### src/kvss_ram.sv
module kvss_ram #(
    parameter int WIDTH = 8,
    parameter int DEPTH = 16
) (
    input  logic                     i_clk,
    input  logic                     i_we,
    input  logic [$clog2(DEPTH)-1:0] i_waddr,
    input  logic [WIDTH-1:0]         i_wdata,
    input  logic [$clog2(DEPTH)-1:0] i_raddr,
    output logic [WIDTH-1:0]         o_rdata
);

    logic [WIDTH-1:0] r_mem [DEPTH];
    logic [WIDTH-1:0] r_rdata;

    always_ff @(posedge i_clk) begin
        if (i_we) begin
            r_mem[i_waddr] <= i_wdata;
        end
        r_rdata <= r_mem[i_raddr];
    end

    assign o_rdata = r_rdata;

endmodule

### config.mk
export PLATFORM = sky130hd
export DESIGN_NAME = kvss_ram
export DESIGN_NICKNAME = d
export VERILOG_FILES = /design/src/kvss_ram.sv
export SDC_FILE = /design/constraint.sdc
export NUM_CORES = 1
export LEC_CHECK = 0
export BUFFER_PORTS_ARGS = -buffer_cell sky130_fd_sc_hd__buf_2
export CAP_MARGIN = 20
export CORE_ASPECT_RATIO = 1.25
export CORE_MARGIN = 1.5
export CORE_UTILIZATION = 40
export CTS_CLUSTER_SIZE = 30
export DETAILED_ROUTE_END_ITERATION = 6
export PLACE_DENSITY = 0.66
export SLEW_MARGIN = 20
export SYNTH_ARGS = -nofsm -noshare
export SYNTH_HDL_FRONTEND = slang
export SYNTH_SLANG_ARGS = --single-unit
### constraint.sdc
create_clock -name i_clk -period 4.1 [get_ports i_clk]
set_input_delay 0.41 -clock i_clk [delete_from_list [all_inputs] [get_ports i_clk]]
set_output_delay 0.41 -clock i_clk [all_outputs]
set_load 0.1 [all_outputs]
==> impl_metrics.toml, run 1 <==
[run_status]
status = "finished, final reports clean"

[place]
dp_slack_ns = 1.64
post-dp-hpwl_um = 6020
gpl.final_weighted_congestion = 0.750
place_area_um2 = 5420
port_buffers = 25

[setup_path]
cp-startpoint = "i_raddr[0]"
crit_path_end_kind = "register"
crit_path_start_kind = "input pin"
arrival_ns = 1.97
crit_chain = "buf_2 -> buf_12 -> mux4_2 -> a22oi_1 -> nand2_1"
path_class = "in -> reg"
crit_slowest_cell = "mux4_2"
crit_path_max_incr_delay_ns = 0.52
critical_path.max_fanout = 23
reg2regPathDepth = 3
r2r_start = "r_mem[11][0]$_DFFE_PP_"
worstPathRequired_ns = 4.39

[clock_network]
clock_path_buffers = 2
cts_root_buf = "clkbuf_16"
cts_hold_buf = 0
cts.clk_slew.worst_paths_ns = 0.05
cts.sinks = 136
htree_levels = 4
clock_latency_ns = 0.41
cts_buffers = 17
tritoncts = "built"
postCtsResizedCells = 0
post_cts_buffers = 0

[die]
die_w_um = 104
core-area_um2 = 12600
ioPinCount = 26
fp-row-count = 46
start_util = 0.408
die_y_um = 130
dieArea_um2 = 13600

[yosys]
synth.top_cell.area_share = 0.747
netlist_instances = 229
synth_area_per_cell_um2 = 22.5
synth_cell_types = 19
ys_seq_area_frac = 0.778
synth_fp_nets = 247
synth_seq_cells = 136
syn_area_um2 = 5150
yosys_warnings = 0
synthTopCellsByArea = "edfxtp_1, mux4_2, mux4_1"
yosysTopAreaCell = "edfxtp_1"

[cells_and_area]
drive_above_1_share = 0.264
layout_commonest_cell = "edfxtp_1"
multi_input_comb_area_um2 = 1060
fillCellCount = 1031
nNetsFinal = 285
n_antenna_cell = 0
area_growth_pct = 16.3
stdcell_area_um2 = 5990
regArea_um2 = 4000
final_cell_mix = "edfxtp_1, buf_2, mux4_2"

[flow_run]
maxCapViolations = 0

[routing]
drtIter0Drc = 122
first_pass_iters = 4
post-route-drc-count = 0
finalWirelength_um = 9700
dr_total_vias = 2365
drtAntennaViolNets = 0
routedWlPerCell_um = 21.7
routed_via_density = 5.28

[sta]
max_slew_margin = 0.383
rsz0062_at_grt = "no"
maxSlewViolCount = 0
setup_viol = 0
worst_slack_ns = 2.41
period_needed_ns = 1.69
max_slew.worst_pin.slew_ns = 0.922
finalHoldViolations = 0
setup_tns_ns = 0
finClkSkew_ns = 0.00561
max_freq_mhz = 592
finalCritPeriodShare = 0.412

[global_route]
gr-total-overflow = 0
grt_pass1_vias = 2472
grt_start_max_net_pins = 33
antenna_found_initial = 0
grt_pass1_wl_um = 14500
track_usage = 0.155

[hold_path]
min_path_cells = 1
min-delay-start = "i_wdata[0]"
min_path_type = "in -> reg"

[power]
peakVddDrop_mv = 0.322
finalPower_mw = 3.14
p_leak_nw = 1.99
powerDensity_nw_per_um2 = 524
sequential cells by signal (all words and copies together) (netlist names):
register	count
o_rdata	8
r_mem	128
critical path: cells and delay by family:
kind | cells | cell delay [ns]
buf+inv | 2 | 0.58
mux | 1 | 0.52
compound gates | 1 | 0.35
simple gates | 1 | 0.09
cells in the mapped netlist:
master / instances
and2_1: 1
nor3_1: 4
mux4_2: 18
nand3b_1: 2
mux4_1: 14
buf_6: 3
buf_4: 1
dfxtp_1: 8
a22oi_1: 16
nor2b_1: 1
clkdlybuf4s25_2: 3
nand3_1: 1
edfxtp_1: 128
buf_2: 3
nand2_1: 9
nor2_1: 13
and2b_1: 1
or3b_2: 1
nand2b_1: 2
kinds of logic (layout without fill, tap and decap cells):
family / count (synthesis) / count (layout) / synth area share
AOI/OAI and AO/OA: 16 / 16 / 0.0233
buffers and inverters: 10 / 61 / 0.0168
DFF: 136 / 136 / 0.778
muxes: 32 / 32 / 0.150
and+or+nand+nor: 35 / 35 / 0.0318
stage by stage:
stage                     std cells  hold slack, ns  utilization
after global routing            448           0.389        0.475
after floorplan                 229           0.509            -
final                           448           0.384        0.475
after detailed placement        415           0.661        0.430
after CTS                       447           0.380        0.473
after global placement          415           0.648        0.430
path summary, 6_finish.rpt:
path                                              end  slack, ns
worst max-delay path               o_rdata[0]$_DFF_P_       2.41
worst min-delay path            r_mem[4][0]$_DFFE_PP_       0.38
worst max register to register     o_rdata[0]$_DFF_P_       2.70
worst min register to register     o_rdata[2]$_DFF_P_       0.67
final cells by class:
cell class,instances,area share
clock buffers,30,0.0892
clock inverters,2,0.00167
multi-input cells,83,0.177
flip-flops and latches,136,0.669
well taps,168,0.0351
repair buffers,29,0.0280
per-layer routing:
metal | track usage | wire length [um] | up-vias
met5 | 0 | 0 | -
met4 | 0.0703 | 189 | 0
met3 | 0.0445 | 701 | 16
met2 | 0.247 | 4780 | 81
met1 | 0.199 | 4030 | 1214
li1 | - | - | 1054
where the power goes:
group	internal [mW]	leakage, nW	switching, mW
logic	0.0578	0.497	0.147
clock network	0.867	0.269	0.500
registers	1.56	1.22	0.0108
total	2.48	1.99	0.657
Note: power is estimated with default switching activity, not from simulation.
==> run 2, diff against run 1 <==
--- a/config.mk
+++ b/config.mk
@@ -12,7 +12,7 @@
 export CORE_UTILIZATION = 40
 export CTS_CLUSTER_SIZE = 30
 export DETAILED_ROUTE_END_ITERATION = 6
-export PLACE_DENSITY = 0.66
+export PLACE_DENSITY = 0.68
 export SLEW_MARGIN = 20
 export SYNTH_ARGS = -nofsm -noshare
 export SYNTH_HDL_FRONTEND = slang
==> constraint.sdc (replaced) <==
create_clock -name i_clk -period 1.5 [get_ports i_clk]
set_input_delay 0.15 -clock i_clk [delete_from_list [all_inputs] [get_ports i_clk]]
set_output_delay 0.15 -clock i_clk [all_outputs]
set_load 0.1 [all_outputs]
==> run 2 against run 1 <==
Against the previous run: power rose to 2.8 times the previous value; hold slack got worse by 0.26 ns; clock skew increased by 0.0016 ns; non-clock buffer count grew 24; critical path depth down 4; setup slack worse by 2.3 ns; cell area rose by 3.6%; wire length rose by 2.3%; first-iteration DRC count rose by 16%; final cell count is 5.4% higher; global-route usage is 0.66 points higher; critical endpoint is now o_rdata[6]; highest routed layer unchanged.
==> impl_metrics.toml, run 2 (synthesized netlist as in run 1, its figures left out) <==
[run_status]
status = "finished, final reports clean"

[power]
clockPowerShare = 0.440
peakVddDrop_mv = 0.767
power_frac_comb = 0.067
p_leak_nw = 2.13
powerDensity_nw_per_um2 = 1400
p_int_mw = 6.82
switchingPower_mw = 1.86
swShare = 0.214
p_seq_frac = 0.493

[sta]
rsz0062_at_grt = "no"
max_freq_mhz = 714
setup_tns_ns = 0
max_slew_margin = 0.501
finalCritPeriodShare = 0.933
setup_viol = 0
maxSlewViolCount = 0
period_needed_ns = 1.40
finalHoldViolations = 0
max_slew.worst_pin.slew_ns = 0.747
finClkSkew_ns = 0.00717
worst_slack_ns = 0.100

[setup_path]
crit_path_max_incr_delay_ns = 0.46
crit_path_end_kind = "primary output"
crit_path_start_kind = "register"
cpLargestDelayFamily = "buffers and inverters"
critical_path.max_fanout = 1
path_class = "reg -> out"
crit_chain = "buf_2"
worstPathRequired_ns = 1.35
cp_num_buf_inv = 1
crit_slowest_cell = "buf_2"
arrival_ns = 1.25

[routing]
first_pass_iters = 4
routedWlPerCell_um = 21.0
dr.max_layer_used = "met4"
drtIter0Drc = 141
finalWirelength_um = 9920
dr_total_vias = 2454
met2_length_um = 5310
met1_length_um = 4180
routed_via_density = 5.20
post-route-drc-count = 0
drtAntennaViolNets = 0
routed-wl-met3_um = 300

[cells_and_area]
largest_reg_flops = 128
area_growth_pct = 20.5
stdcell_area_um2 = 6200
nNetsFinal = 309
fin_cells = 472
layout_commonest_cell = "edfxtp_1"
final_cell_mix = "edfxtp_1, buf_2, buf_4"
top_register = "r_mem"
n_antenna_cell = 0
drive_above_1_share = 0.336

[die]
core-area_um2 = 12600
die_y_um = 130
dieArea_um2 = 13600
fp-row-count = 46
ioPinCount = 26
start_util = 0.408
die_w_um = 104

[global_route]
grt_start_max_net_pins = 22
grt_pass1_wl_um = 15500
gr-total-overflow = 0
grt_pass1_vias = 2658
antenna_found_initial = 0
track_usage = 0.162

[clock_network]
clock_latency_ns = 0.41
htree_levels = 4
cts.clk_slew.worst_paths_ns = 0.06
cts_hold_buf = 0
cts.sinks = 136
postCtsResizedCells = 0
post_cts_buffers = 0
tritoncts = "built"
clock_path_buffers = 2
cts_root_buf = "clkbuf_16"
cts_buffers = 17

[flow_run]
maxCapViolations = 0

[place]
dp_cells = 440
dp_slack_ns = -0.0809
post-dp-hpwl_um = 6680
gpl.final_weighted_congestion = 0.734
place_area_um2 = 5650
port_buffers = 25

[hold_path]
min_path_type = "in -> reg"
-- run 2: cell types whose count changed in the layout (fill, tap and decap cells not counted), sizes merged --
| cell | delta |
|---|---|
| buf | +24 |
| clkbuf | -7 |
| clkinv | +4 |
| clkinvlp | +2 |
| bufinv | +1 |
-- run 2: power by group through the flow --
stage	combinational (mW)	clock, mW	sequential [mW]
finish	0.585	3.82	4.28
floorplan	0.216	0	4.53
global placement	0.579	0	4.36
global route	0.623	4.04	4.28
detailed placement	0.595	0	4.36
CTS	0.595	3.89	4.28
-- run 2: layout make-up --
| cell class | instances | area, um^2 |
|---|---|---|
| fill | 1014 | 6400 |
| sequential | 136 | 4000 |
| multi-input combinational | 83 | 1060 |
| clock buffer | 23 | 478 |
| timing repair buffer | 53 | 373 |
| tap | 168 | 210 |
| clock inverter | 9 | 75.1 |
-- run 2: final timing paths --
path,startpoint,end,slack [ns],cells after the start
min reg2reg,r_mem[15][2]$_DFFE_PP_,o_rdata[2]$_DFF_P_,0.67,3
min,i_wdata[1],r_mem[1][1]$_DFFE_PP_,0.13,1
max reg2reg,r_mem[0][3]$_DFFE_PP_,o_rdata[3]$_DFF_P_,0.13,3
max,o_rdata[6]$_DFF_P_,o_rdata[6],0.10,1
-- run 2: metal layers --
| metal | vias to the layer above | GRT usage |
|---|---|---|
| met2 | 55 | 0.280 |
| met4 | 0 | 0.0703 |
| met5 | - | 0 |
| met3 | 9 | 0.0375 |
| met1 | 1292 | 0.196 |
| li1 | 1098 | - |
-- run 2: stage by stage --
step	utilization	hold WS (ns)	power, mW
floorplan	-	0.249	4.75
global placement	0.448	0.536	4.93
detailed placement	0.448	0.556	4.95
CTS	0.492	0.117	8.76
global route	0.492	0.134	8.95
finish	0.492	0.125	8.68
